### config.mk
export PLATFORM = sky130hd
export DESIGN_NAME = frame_damage_bounding_box_unit
export DESIGN_NICKNAME = d
export VERILOG_FILES = /design/src/sv/fdbb_pkg.sv /design/src/sv/fdbb_front.sv /design/src/sv/fdbb_queue.sv /design/src/sv/fdbb_back.sv /design/src/sv/frame_damage_bounding_box_unit.sv
export VERILOG_INCLUDE_DIRS = /design/src /design/src/sv
export SDC_FILE = /design/constraint.sdc
export NUM_CORES = 2
export LEC_CHECK = 0
export ABC_AREA = 1
export BUFFER_PORTS_ARGS = -buffer_cell sky130_fd_sc_hd__buf_2
export CELL_PAD_IN_SITES_DETAIL_PLACEMENT = 0
export CELL_PAD_IN_SITES_GLOBAL_PLACEMENT = 1
export CORE_MARGIN = 10
export CORE_UTILIZATION = 46
export DETAILED_ROUTE_END_ITERATION = 10
export HOLD_SLACK_MARGIN = 0.02
export PLACE_DENSITY = 0.79
export SLEW_MARGIN = 40
export SYNTH_ARGS = -nofsm -noshare
export SYNTH_HDL_FRONTEND = slang
export SYNTH_HIERARCHICAL = 1
export SYNTH_SLANG_ARGS = --single-unit
### constraint.sdc
create_clock -name clock -period 7.9 [get_ports clock]
set_input_delay 0.79 -clock clock [delete_from_list [all_inputs] [get_ports clock]]
set_output_delay 0.79 -clock clock [all_outputs]
set_load 0.005 [all_outputs]
### src/sv/assert_macros.svh
// assertion macros used by fdbb_queue
// no dependencies; bodies are empty when SYNTHESIS is defined
`ifndef ASSERT_MACROS_SVH
`define ASSERT_MACROS_SVH
`ifndef SYNTHESIS
`define ASSERT_CLK(label, clk, rst, prop, msg) \
   label: assert property (@(posedge clk) disable iff (rst) prop) else $error(msg);
`define ASSERT_ALWAYS(label, clk, prop, msg) \
   label: assert property (@(posedge clk) prop) else $error(msg);
`else
`define ASSERT_CLK(label, clk, rst, prop, msg)
`define ASSERT_ALWAYS(label, clk, prop, msg)
`endif
`endif

### src/sv/fdbb_pkg.sv
// shared types and constants of the frame damage bounding box unit
// no dependencies
package fdbb_pkg;

   localparam int MAX_SLOTS_DEFAULT = 16;
   localparam int QUEUE_DEPTH       = 4;
   localparam int COORD_W           = 16;
   localparam int GEN_W             = 32;
   localparam int EDGE_W            = 18;
   localparam int CSR_INDEX_W       = 2;
   localparam int CSR_DATA_W        = 16;

   localparam logic [CSR_INDEX_W-1:0] CSR_CANVAS_WIDTH  = 2'd0;
   localparam logic [CSR_INDEX_W-1:0] CSR_CANVAS_HEIGHT = 2'd1;

   // rectangle as half-open edges, wide enough for x + w
   typedef struct packed {
      logic signed [EDGE_W-1:0] x0;
      logic signed [EDGE_W-1:0] y0;
      logic signed [EDGE_W-1:0] x1;
      logic signed [EDGE_W-1:0] y1;
   } rect_type;

   // classified slot handed from front to back
   typedef struct packed {
      logic     old_en;
      rect_type old_rect;
      logic     new_en;
      rect_type new_rect;
      logic     eof;
      logic     whole;
   } work_type;

endpackage

### src/sv/fdbb_front.sv
// front end: slot table, slot counter and change classification
// depends on fdbb_pkg
module fdbb_front #(
   parameter int MAX_SLOTS = fdbb_pkg::MAX_SLOTS_DEFAULT
) (
   input  logic                                  clock,
   input  logic                                  reset,
   input  logic                                  accept,
   input  logic                                  slot_armed,
   input  logic signed [fdbb_pkg::COORD_W-1:0]   slot_x,
   input  logic signed [fdbb_pkg::COORD_W-1:0]   slot_y,
   input  logic        [fdbb_pkg::COORD_W-1:0]   slot_w,
   input  logic        [fdbb_pkg::COORD_W-1:0]   slot_h,
   input  logic        [fdbb_pkg::GEN_W-1:0]     slot_generation,
   input  logic                                  end_of_frame,
   output fdbb_pkg::work_type                    work
);
   import fdbb_pkg::*;

   localparam int CNT_W = $clog2(MAX_SLOTS + 2);
   localparam int PRI_W = $clog2(MAX_SLOTS + 1);
   localparam int IDX_W = (MAX_SLOTS > 1) ? $clog2(MAX_SLOTS) : 1;

   logic [CNT_W-1:0] counter_ff, counter_in;
   logic [PRI_W-1:0] prior_count_ff, prior_count_in;

   logic [MAX_SLOTS-1:0]      tbl_armed_ff;
   logic signed [COORD_W-1:0] tbl_x_ff   [MAX_SLOTS];
   logic signed [COORD_W-1:0] tbl_y_ff   [MAX_SLOTS];
   logic [COORD_W-1:0]        tbl_w_ff   [MAX_SLOTS];
   logic [COORD_W-1:0]        tbl_h_ff   [MAX_SLOTS];
   logic [GEN_W-1:0]          tbl_gen_ff [MAX_SLOTS];

   logic [IDX_W-1:0] idx;
   logic             in_table;
   logic             p_armed;
   logic             changed;
   logic             whole;

   assign idx      = counter_ff[IDX_W-1:0];
   assign in_table = (counter_ff < CNT_W'(MAX_SLOTS));
   assign p_armed  = tbl_armed_ff[idx];

   always_comb begin
      changed = in_table && ((p_armed != slot_armed) ||
                (slot_armed && ((tbl_x_ff[idx] != slot_x) || (tbl_y_ff[idx] != slot_y) ||
                                (tbl_w_ff[idx] != slot_w) || (tbl_h_ff[idx] != slot_h) ||
                                (tbl_gen_ff[idx] != slot_generation))));

      // saturating slot count, one past capacity marks overflow
      counter_in = (counter_ff <= CNT_W'(MAX_SLOTS)) ? counter_ff + 1'b1 : counter_ff;

      whole = (counter_in > CNT_W'(MAX_SLOTS)) || (prior_count_ff == '0) ||
              (CNT_W'(prior_count_ff) != counter_in);
      prior_count_in = (counter_in > CNT_W'(MAX_SLOTS)) ? '0 : counter_in[PRI_W-1:0];

      work.old_en      = changed && p_armed && (tbl_w_ff[idx] != '0) && (tbl_h_ff[idx] != '0);
      work.old_rect.x0 = EDGE_W'(tbl_x_ff[idx]);
      work.old_rect.y0 = EDGE_W'(tbl_y_ff[idx]);
      work.old_rect.x1 = EDGE_W'(tbl_x_ff[idx]) + $signed(EDGE_W'(tbl_w_ff[idx]));
      work.old_rect.y1 = EDGE_W'(tbl_y_ff[idx]) + $signed(EDGE_W'(tbl_h_ff[idx]));
      work.new_en      = changed && slot_armed && (slot_w != '0) && (slot_h != '0);
      work.new_rect.x0 = EDGE_W'(slot_x);
      work.new_rect.y0 = EDGE_W'(slot_y);
      work.new_rect.x1 = EDGE_W'(slot_x) + $signed(EDGE_W'(slot_w));
      work.new_rect.y1 = EDGE_W'(slot_y) + $signed(EDGE_W'(slot_h));
      work.eof         = end_of_frame;
      work.whole       = whole;
   end

   always_ff @(posedge clock) begin
      if (reset) begin
         counter_ff     <= '0;
         prior_count_ff <= '0;
      end else if (accept) begin
         if (end_of_frame) begin
            counter_ff     <= '0;
            prior_count_ff <= prior_count_in;
         end else begin
            counter_ff <= counter_in;
         end
      end
   end

   // slot table, no reset: entries not yet written are only read in frames that repaint all
   always_ff @(posedge clock) begin
      if (accept && in_table) begin
         tbl_armed_ff[idx] <= slot_armed;
         tbl_x_ff[idx]     <= slot_x;
         tbl_y_ff[idx]     <= slot_y;
         tbl_w_ff[idx]     <= slot_w;
         tbl_h_ff[idx]     <= slot_h;
         tbl_gen_ff[idx]   <= slot_generation;
      end
   end

endmodule

### src/sv/fdbb_queue.sv
// short fifo of classified slots between front and back
// depends on fdbb_pkg and assert_macros.svh
`include "assert_macros.svh"
module fdbb_queue #(
   parameter int DEPTH = fdbb_pkg::QUEUE_DEPTH
) (
   input  logic               clock,
   input  logic               reset,
   input  logic               push,
   input  fdbb_pkg::work_type push_data,
   output logic               full,
   input  logic               pop,
   output logic               pop_valid,
   output fdbb_pkg::work_type pop_data
);
   import fdbb_pkg::*;

   localparam int PTR_W   = (DEPTH > 1) ? $clog2(DEPTH) : 1;
   localparam int COUNT_W = $clog2(DEPTH + 1);

   work_type           slots_ff [DEPTH];
   logic [PTR_W-1:0]   wr_ptr_ff, rd_ptr_ff;
   logic [COUNT_W-1:0] count_ff, count_in;
   logic               do_push, do_pop;

   assign full      = (count_ff == COUNT_W'(DEPTH));
   assign pop_valid = (count_ff != '0);
   assign pop_data  = slots_ff[rd_ptr_ff];
   assign do_push   = push && !full;
   assign do_pop    = pop && pop_valid;

   always_comb begin
      count_in = count_ff;
      if (do_push && !do_pop) begin
         count_in = count_ff + 1'b1;
      end else if (do_pop && !do_push) begin
         count_in = count_ff - 1'b1;
      end
   end

   always_ff @(posedge clock) begin
      if (reset) begin
         wr_ptr_ff <= '0;
         rd_ptr_ff <= '0;
         count_ff  <= '0;
      end else begin
         if (do_push) begin
            wr_ptr_ff <= (wr_ptr_ff == PTR_W'(DEPTH - 1)) ? '0 : wr_ptr_ff + 1'b1;
         end
         if (do_pop) begin
            rd_ptr_ff <= (rd_ptr_ff == PTR_W'(DEPTH - 1)) ? '0 : rd_ptr_ff + 1'b1;
         end
         count_ff <= count_in;
      end
   end

   always_ff @(posedge clock) begin
      if (do_push) begin
         slots_ff[wr_ptr_ff] <= push_data;
      end
   end

   `ASSERT_CLK(a_count_bound, clock, reset, (count_ff <= COUNT_W'(DEPTH)), "queue count over depth")
   `ASSERT_CLK(a_push_only, clock, reset, (do_push && !do_pop) |=> (count_ff == $past(count_ff) + 1'b1), "push did not count up")
   `ASSERT_CLK(a_pop_only, clock, reset, (do_pop && !do_push) |=> (count_ff == $past(count_ff) - 1'b1), "pop did not count down")

endmodule

### src/sv/fdbb_back.sv
// back end: running bounding box, frame-end clamp and result register
// depends on fdbb_pkg
module fdbb_back (
   input  logic                              clock,
   input  logic                              reset,
   input  logic [fdbb_pkg::COORD_W-1:0]      canvas_width,
   input  logic [fdbb_pkg::COORD_W-1:0]      canvas_height,
   input  logic                              work_valid,
   input  fdbb_pkg::work_type                work,
   output logic                              work_pop,
   output logic                              rsp_valid,
   input  logic                              rsp_ready,
   output logic [fdbb_pkg::COORD_W-1:0]      rsp_damage_x,
   output logic [fdbb_pkg::COORD_W-1:0]      rsp_damage_y,
   output logic [fdbb_pkg::COORD_W-1:0]      rsp_damage_w,
   output logic [fdbb_pkg::COORD_W-1:0]      rsp_damage_h
);
   import fdbb_pkg::*;

   typedef struct packed {
      logic     valid;
      rect_type rect;
   } box_type;

   box_type box_ff, box_mid, box_fin;
   logic    rsp_valid_ff;
   logic [COORD_W-1:0] dx_ff, dy_ff, dw_ff, dh_ff;
   logic [COORD_W-1:0] dx_in, dy_in, dw_in, dh_in;
   logic signed [EDGE_W-1:0] cw_ext, ch_ext, cx0, cy0, cx1, cy1;

   function automatic box_type widen_box(box_type b, logic en, rect_type r);
      box_type res;
      res = b;
      if (en) begin
         if (!b.valid) begin
            res.valid = 1'b1;
            res.rect  = r;
         end else begin
            if (r.x0 < b.rect.x0) res.rect.x0 = r.x0;
            if (r.y0 < b.rect.y0) res.rect.y0 = r.y0;
            if (r.x1 > b.rect.x1) res.rect.x1 = r.x1;
            if (r.y1 > b.rect.y1) res.rect.y1 = r.y1;
         end
      end
      return res;
   endfunction

   // a frame end needs the result register free or draining
   assign work_pop = work_valid && (!work.eof || !rsp_valid_ff || rsp_ready);

   always_comb begin
      box_mid = widen_box(box_ff, work.old_en, work.old_rect);
      box_fin = widen_box(box_mid, work.new_en, work.new_rect);

      cw_ext = $signed({{(EDGE_W-COORD_W){1'b0}}, canvas_width});
      ch_ext = $signed({{(EDGE_W-COORD_W){1'b0}}, canvas_height});
      cx0 = (box_fin.rect.x0 > 0) ? box_fin.rect.x0 : '0;
      cy0 = (box_fin.rect.y0 > 0) ? box_fin.rect.y0 : '0;
      cx1 = (box_fin.rect.x1 < cw_ext) ? box_fin.rect.x1 : cw_ext;
      cy1 = (box_fin.rect.y1 < ch_ext) ? box_fin.rect.y1 : ch_ext;

      dx_in = '0;
      dy_in = '0;
      dw_in = '0;
      dh_in = '0;
      if (work.whole) begin
         dw_in = canvas_width;
         dh_in = canvas_height;
      end else if (box_fin.valid && (cx1 > cx0) && (cy1 > cy0)) begin
         dx_in = cx0[COORD_W-1:0];
         dy_in = cy0[COORD_W-1:0];
         dw_in = COORD_W'(cx1 - cx0);
         dh_in = COORD_W'(cy1 - cy0);
      end
   end

   always_ff @(posedge clock) begin
      if (reset) begin
         box_ff.valid <= 1'b0;
         rsp_valid_ff <= 1'b0;
      end else begin
         if (work_pop) begin
            box_ff.valid <= work.eof ? 1'b0 : box_fin.valid;
            box_ff.rect  <= box_fin.rect;
         end
         if (work_pop && work.eof) begin
            rsp_valid_ff <= 1'b1;
         end else if (rsp_ready) begin
            rsp_valid_ff <= 1'b0;
         end
      end
   end

   always_ff @(posedge clock) begin
      if (work_pop && work.eof) begin
         dx_ff <= dx_in;
         dy_ff <= dy_in;
         dw_ff <= dw_in;
         dh_ff <= dh_in;
      end
   end

   assign rsp_valid    = rsp_valid_ff;
   assign rsp_damage_x = dx_ff;
   assign rsp_damage_y = dy_ff;
   assign rsp_damage_w = dw_ff;
   assign rsp_damage_h = dh_ff;

endmodule

### src/sv/frame_damage_bounding_box_unit.sv
// top level of the frame damage bounding box unit
// depends on fdbb_pkg, fdbb_front, fdbb_queue and fdbb_back
//
// usage:
//   req_* carries one overlay slot per item; end_of_frame marks the frame's last slot.
//   rsp_* carries one damage rectangle per frame, none for other slots.
//   csr_* writes canvas_width (index 0) and canvas_height (index 1); other
//   indexes are ignored. write only while the block is idle.
// timing:
//   one slot per cycle sustained while req_ready is high; a slot enters the queue at the
//   edge that accepts it and the back end pops it from the queue head, so the result of
//   a frame is registered in the output register when its last slot is popped.
//   the slot table read and compare in the front end sets the per-item cost.
// stalls:
//   when rsp_ready is low the result waits in the output register; the back end
//   keeps widening the next frame's box until it reaches the next frame end,
//   then the queue fills and req_ready drops.
// reset:
//   synchronous; clears counters, queue and result valid; canvas size becomes
//   zero and the next frame repaints the whole canvas.
module frame_damage_bounding_box_unit #(
   parameter int MAX_SLOTS   = fdbb_pkg::MAX_SLOTS_DEFAULT,
   parameter int QUEUE_DEPTH = fdbb_pkg::QUEUE_DEPTH
) (
   input  logic                                clock,
   input  logic                                reset,
   input  logic                                req_valid,
   output logic                                req_ready,
   input  logic                                req_slot_armed,
   input  logic signed [fdbb_pkg::COORD_W-1:0] req_slot_x,
   input  logic signed [fdbb_pkg::COORD_W-1:0] req_slot_y,
   input  logic        [fdbb_pkg::COORD_W-1:0] req_slot_w,
   input  logic        [fdbb_pkg::COORD_W-1:0] req_slot_h,
   input  logic        [fdbb_pkg::GEN_W-1:0]   req_slot_generation,
   input  logic                                req_end_of_frame,
   output logic                                rsp_valid,
   input  logic                                rsp_ready,
   output logic [fdbb_pkg::COORD_W-1:0]        rsp_damage_x,
   output logic [fdbb_pkg::COORD_W-1:0]        rsp_damage_y,
   output logic [fdbb_pkg::COORD_W-1:0]        rsp_damage_w,
   output logic [fdbb_pkg::COORD_W-1:0]        rsp_damage_h,
   input  logic                                csr_write_enable,
   input  logic [fdbb_pkg::CSR_INDEX_W-1:0]    csr_index,
   input  logic [fdbb_pkg::CSR_DATA_W-1:0]     csr_write_data
);
   import fdbb_pkg::*;

   logic [COORD_W-1:0] canvas_width_ff, canvas_height_ff;
   logic               accept;
   logic               queue_full;
   logic               queue_valid;
   logic               queue_pop;
   work_type           front_work;
   work_type           back_work;

   // configuration registers
   always_ff @(posedge clock) begin
      if (reset) begin
         canvas_width_ff  <= '0;
         canvas_height_ff <= '0;
      end else if (csr_write_enable) begin
         unique case (csr_index)
            CSR_CANVAS_WIDTH:  canvas_width_ff  <= csr_write_data[COORD_W-1:0];
            CSR_CANVAS_HEIGHT: canvas_height_ff <= csr_write_data[COORD_W-1:0];
            default: ;
         endcase
      end
   end

   // the front end never stalls on its own, only on a full queue
   assign req_ready = !queue_full;
   assign accept    = req_valid && req_ready;

   fdbb_front #(.MAX_SLOTS(MAX_SLOTS)) u_front (
      .clock           (clock),
      .reset           (reset),
      .accept          (accept),
      .slot_armed      (req_slot_armed),
      .slot_x          (req_slot_x),
      .slot_y          (req_slot_y),
      .slot_w          (req_slot_w),
      .slot_h          (req_slot_h),
      .slot_generation (req_slot_generation),
      .end_of_frame    (req_end_of_frame),
      .work            (front_work)
   );

   fdbb_queue #(.DEPTH(QUEUE_DEPTH)) u_queue (
      .clock     (clock),
      .reset     (reset),
      .push      (accept),
      .push_data (front_work),
      .full      (queue_full),
      .pop       (queue_pop),
      .pop_valid (queue_valid),
      .pop_data  (back_work)
   );

   fdbb_back u_back (
      .clock         (clock),
      .reset         (reset),
      .canvas_width  (canvas_width_ff),
      .canvas_height (canvas_height_ff),
      .work_valid    (queue_valid),
      .work          (back_work),
      .work_pop      (queue_pop),
      .rsp_valid     (rsp_valid),
      .rsp_ready     (rsp_ready),
      .rsp_damage_x  (rsp_damage_x),
      .rsp_damage_y  (rsp_damage_y),
      .rsp_damage_w  (rsp_damage_w),
      .rsp_damage_h  (rsp_damage_h)
   );

endmodule
# After elaboration in Yosys (flattened, before gate mapping)
# Memories as Yosys holds them, arrays and structs flattened. A register that Yosys moved wholly into a read port is not among the register bits.
# Index checks and enable logic that the tools add are counted.
# totals
reg_bits	203
latch_bits	0
mem_bits_rw	2128
rom_bits	0
in_bits	121
word_cells	165
memories	6
# classes
n_addsub	11
n_mul	0
div	0
order_cmp	19
eq_ne	11
n_shift	0
muxes	51
bitwise	2
n_reduce_logical	47
# mem_list
memory	words	word_bits	rd	rd_clocked_by_memory_dff	write_ports	line_no	rtl
u_queue.slots_ff	4	148	1	1	1	fdbb_queue.sv:21	work_type slots_ff [DEPTH];
u_front.tbl_gen_ff	16	32	1	1	1	fdbb_front.sv:32	logic [GEN_W-1:0] tbl_gen_ff [MAX_SLOTS];
u_front.tbl_h_ff	16	16	1	1	1	fdbb_front.sv:31	logic [COORD_W-1:0] tbl_h_ff [MAX_SLOTS];
u_front.tbl_w_ff	16	16	1	1	1	fdbb_front.sv:30	logic [COORD_W-1:0] tbl_w_ff [MAX_SLOTS];
u_front.tbl_x_ff	16	16	1	1	1	fdbb_front.sv:28	logic signed [COORD_W-1:0] tbl_x_ff [MAX_SLOTS];
u_front.tbl_y_ff	16	16	1	1	1	fdbb_front.sv:29	logic signed [COORD_W-1:0] tbl_y_ff [MAX_SLOTS];
# op_table
operator	n
18-bit two-way mux	12
73-bit two-way mux	2
72-bit two-way mux	2
18-bit > comparator	6
16-bit by 17-bit adder with 18-bit output	4
18-bit < comparator	4
16-bit two-way mux	4
16-bit inequality test	4
16-bit nonzero test	4
4-bit two-way mux	10
18-bit by 1-bit > comparator with 1-bit output, second input constant	2
18-bit by 17-bit < comparator with 1-bit output	2
32-bit inequality test	1
16-bit subtractor	2
1-bit logical AND	19
16-bit bitwise mux	1
5-bit two-way mux	3
1-bit logical OR	9
1-bit two-way mux	9
2-bit two-way mux	4
2-bit AND reduction	4
3-bit two-way mux	2
5-bit by 1-bit adder with 5-bit output, second input constant	1
5-bit > comparator, second input constant	1
other kinds (21)	29

# Depth between registers and ports, before layout
# depth
depth_word	15
mapped_depth	71

# Modules after synthesis
# Netlist, hierarchy kept.
# modules_own_cells
mod	instances	cells_per_inst	area_each_um2
fdbb_front	1	6153	68039.0
fdbb_queue	1	1501	22477.8
fdbb_back	1	1669	12937.4
frame_damage_bounding_box_unit	1	212	1432.6

# Worst setup path after synthesis
# OpenSTA, ideal clock, no wires.
# synth_timing
path_type	register -> register
start	register (tool-made name)
end	register u_back.dw_ff[15] (netlist: u_back/rsp_damage_w[15]), data pin
setup_ns	0.263
arrival_ns	8.273
t_required_ns	7.637
setup_slack_ns	-0.636
path_stages_with_launch	70
n_path_buf	7
period_less_slack_ns	8.536
path_cell_list	dfxtp_1 -> buf_6 -> buf_8 -> inv_8 -> buf_8 -> buf_6 -> o21ai_0 -> o22ai_1 -> ha_1 -> nand2_1 -> nor2_1 -> nor2_1 -> o21ai_0 -> nand2_1 -> nand2_1 -> nand2_1 -> a21oi_1 -> nor2_1 -> [34 not listed] -> nand3_1 -> and2_1 -> o221ai_1 -> a21oi_1 -> o21bai_1 -> nand2_1 -> inv_1 -> nor2_1 -> o21bai_1 -> nand2_1 -> nand2_1 -> nand2_1 -> inv_1 -> o21a_1 -> nor2_1 -> a21oi_1 -> o21ai_0 -> o21ai_0
# synth_lines
item	line_no	rtl
to (signal assigned)	fdbb_back.sv:98	dw_ff <= dw_in;
to (decl)	fdbb_back.sv:27	logic [COORD_W-1:0] dx_ff, dy_ff, dw_ff, dh_ff;

==> results.json <==
{
  "status": "finished, violations left",
  "violations": "setup timing",
  "crit_family": "compound AO/OA/AOI/OAI gates",
  "die_h_um": 498,
  "finalCoreUtilization_pct": 54.2,
  "netlist-cell-type-count": 58,
  "dp.cells": 12764,
  "synth-edff-count": 2280,
  "worstMarginPinSlew_ps": 876,
  "wire_per_inst_um": 23.0,
  "nNetsFinal": 10513,
  "worstSkewPairLatency_ps": 900,
  "cts_tree": "built",
  "grtUsageTotal_pct": 23.6,
  "die_w_um": 498,
  "critPathBufInv": 11,
  "period_needed_ps": 8400,
  "grt_pass1_wl_mm": 448,
  "async_reset_ff_share_pct": 0,
  "slew_headroom_pct": 41.5,
  "cp-start-kind": "register",
  "drive_gt1_share_pct": 15.0,
  "drtIter0Drc": 7338,
  "fin_crit_sh_pct": 106,
  "postCtsHoldBufs": 0,
  "synth.yosys.seq_area_share_pct": 66.4,
  "gp_congestion": 0.883,
  "nFillCells": 18984,
  "p_leak_uw": 0.0464,
  "synthFlopType": "edfxtp_1",
  "synth_seq_cells": 2337,
  "synth.avg_cell_area_um2": 11.0,
  "dp_slack_ps": -1210,
  "cpMostUsedCell": "nand2_1",
  "max_freq_mhz": 119,
  "grt_pass1_vias": 70350,
  "rsz0062_at_grt": "yes",
  "whs_ps": 191,
  "clock_path_buffers": 3,
  "overflow": 0,
  "vias": 74345,
  "drc": 0,
  "area_growth_pct": 17.3,
  "grt_max_degree": 161,
  "synth_area_um2": 105000,
  "coreArea_um2": 227000,
  "wl_met1_mm": 125,
  "setup_slack_ps": -504,
  "cp_max_fo": 19,
  "drt_first_pass_iters": 6,
  "vias_per_cell": 5.57,
  "rows": 175,
  "drv_slew": 0,
  "htree_levels": 4,
  "synth_cells": 9535,
  "dieArea_um2": 248000,
  "clock_sinks": 2337,
  "placed_area_um2": 112000,
  "finClkSkew_ps": 91.6,
  "initial_core_util_pct": 46.2,
  "met3_length_mm": 23.0,
  "hold_viol_final": 0,
  "critical_path_class": "register to register",
  "power_density_nw_per_um2": 485,
  "io_pins": 187,
  "endpoint_kind": "register",
  "wl_met2_mm": 147,
  "cpPeakStageDelay_ps": 410,
  "antenna_found_initial": 50,
  "ant_nets": 0,
  "port_buffers": 186,
  "hpwl_mm": 179,
  "layout.cells.non_filler": 13350,
  "required_ps": 8490,
  "finalSetupViolCount": 64,
  "cts_root_buf": "clkbuf_16",
  "top_layer": "met5",
  "drt-total-wl_mm": 307,
  "ir_drop_mv": 0.692,
  "stdcell_area_um2": 123000,
  "hp-class": "primary input to register",
  "maxCapViolCount": 0,
  "cpMaxStageDelayCell": "dfxtp_4",
  "cp.arrival_ps": 8990,
  "clkTransAtPathRegs_ps": 70,
  "yosysWarnings": 6,
  "cts_buffers": 234
}
metrics by stage:
stage               setup TNS (ps)  total power (uW)
floorplan                   -58030             30800
global placement            -51200             43100
detailed placement          -68170             43500
CTS                         -13760             56400
global route                -55090             63400
finish                      -26540             59700
worst paths after layout:
check / start / endpoint / slack [ps] / cells after the start
setup / recovery: register / u_back/rsp_damage_h[15] / -500 / 62
hold / removal: req_end_of_frame / u_queue/slots_ff[1][1] / 190 / 1
setup reg to reg: register / u_back/rsp_damage_h[15] / -500 / 62
hold reg to reg: u_front/prior_count_ff[4] / u_front/prior_count_ff[4] / 470 / 2
flip-flops by register name, summed over array words and instances, names as in the netlist, 73 cells and up, named ones only:
register / cells
u_front/tbl_y_ff: 256
u_front/tbl_x_ff: 256
u_queue/slots_ff: 592
u_back/box_ff: 73
u_front/tbl_h_ff: 256
u_front/tbl_gen_ff: 512
u_front/tbl_w_ff: 256
area by class of cell:
type	count	area [um^2]	share of cell area, %
diodes	36	90.1	0.0732
clock buffers	287	6090	4.95
clock inverters	155	1720	1.39
inverters	681	2600	2.11
multi-input cells	6003	31500	25.6
flip-flops and latches	2337	69600	56.6
well taps	3009	3760	3.06
repair buffers	841	7640	6.21
repair inverters	1	6.26	0.00508
report_power, final:
| part | switching [uW] | internal (uW) | leakage (uW) | total (uW) |
|---|---|---|---|---|
| sequential | 316 | 15400 | 0.0212 | 15700 |
| combinational | 17500 | 15300 | 0.0214 | 32800 |
| clock | 4810 | 6370 | 0.00379 | 11200 |
| total | 22600 | 37100 | 0.0464 | 59700 |
cell families after synthesis:
kind of cell,after synthesis,share of synthesized area [%]
compound gates,1600,8.42
buf+inv,1198,5.14
simple gates,4014,15.8
xor+xnor,92,0.768
fa+ha+maj,293,3.55
flops,2337,66.4
other cells,1,0.00358
layout by cell type, fill, tap and decap left out, drive strengths merged, types with 12 or more instances in the layout:
cell / instances
edfxtp: 2280
nand2: 1636
nor2: 1470
o21ai: 988
buf: 821
nand3: 818
inv: 691
clkbuf: 298
ha: 286
a21oi: 214
o22ai: 174
o211ai: 162
clkinv: 114
xor2: 66
dfxtp: 57
diode: 36
nand4: 33
bufinv: 26
xnor2: 26
nor4: 21
a211oi: 18
nor3: 16
nand3b: 12
synthesized netlist by cell type (all sizes together), types with 3 or more instances:
| library cell | n | area share (%) |
|---|---|---|
| xor2 | 66 | 0.55 |
| a21o | 4 | 0.029 |
| nand3 | 818 | 4.0 |
| a21boi | 8 | 0.057 |
| ha | 286 | 3.4 |
| or2 | 6 | 0.036 |
| o2111ai | 3 | 0.025 |
| edfxtp | 2280 | 65 |
| clkinv | 4 | 0.014 |
| dfxtp | 57 | 1.1 |
| nand2 | 1634 | 5.9 |
| xnor2 | 26 | 0.22 |
| a211oi | 18 | 0.13 |
| inv | 677 | 2.4 |
| fa | 7 | 0.13 |
| o22ai | 174 | 1.1 |
| nand4 | 33 | 0.20 |
| nor2 | 1470 | 5.3 |
| nand3b | 12 | 0.086 |
| o211ai | 162 | 1.2 |
| buf | 348 | 2.1 |
| o21bai | 7 | 0.050 |
| nor3 | 16 | 0.076 |
| o221ai | 5 | 0.042 |
| a21oi | 214 | 1.0 |
| o21a | 7 | 0.050 |
| o21ai | 988 | 4.7 |
| nor4 | 21 | 0.13 |
| clkbuf | 169 | 0.61 |
layer usage:
layer | vias up | global-route usage (%)
li1 | 34510 | -
met1 | 36225 | 31.4
met2 | 2990 | 39.0
met3 | 600 | 3.46
met4 | 20 | 9.23
met5 | - | 0
timing repair:
action                                  in CTS  in global routing
gates cloned                                18                 12
buffers inserted                            41                 38
pin swaps                                   63                101
endpoints found under the setup margin      64                 64
gates resized for setup                    195                239
Power figures use the tool's default switching activity.
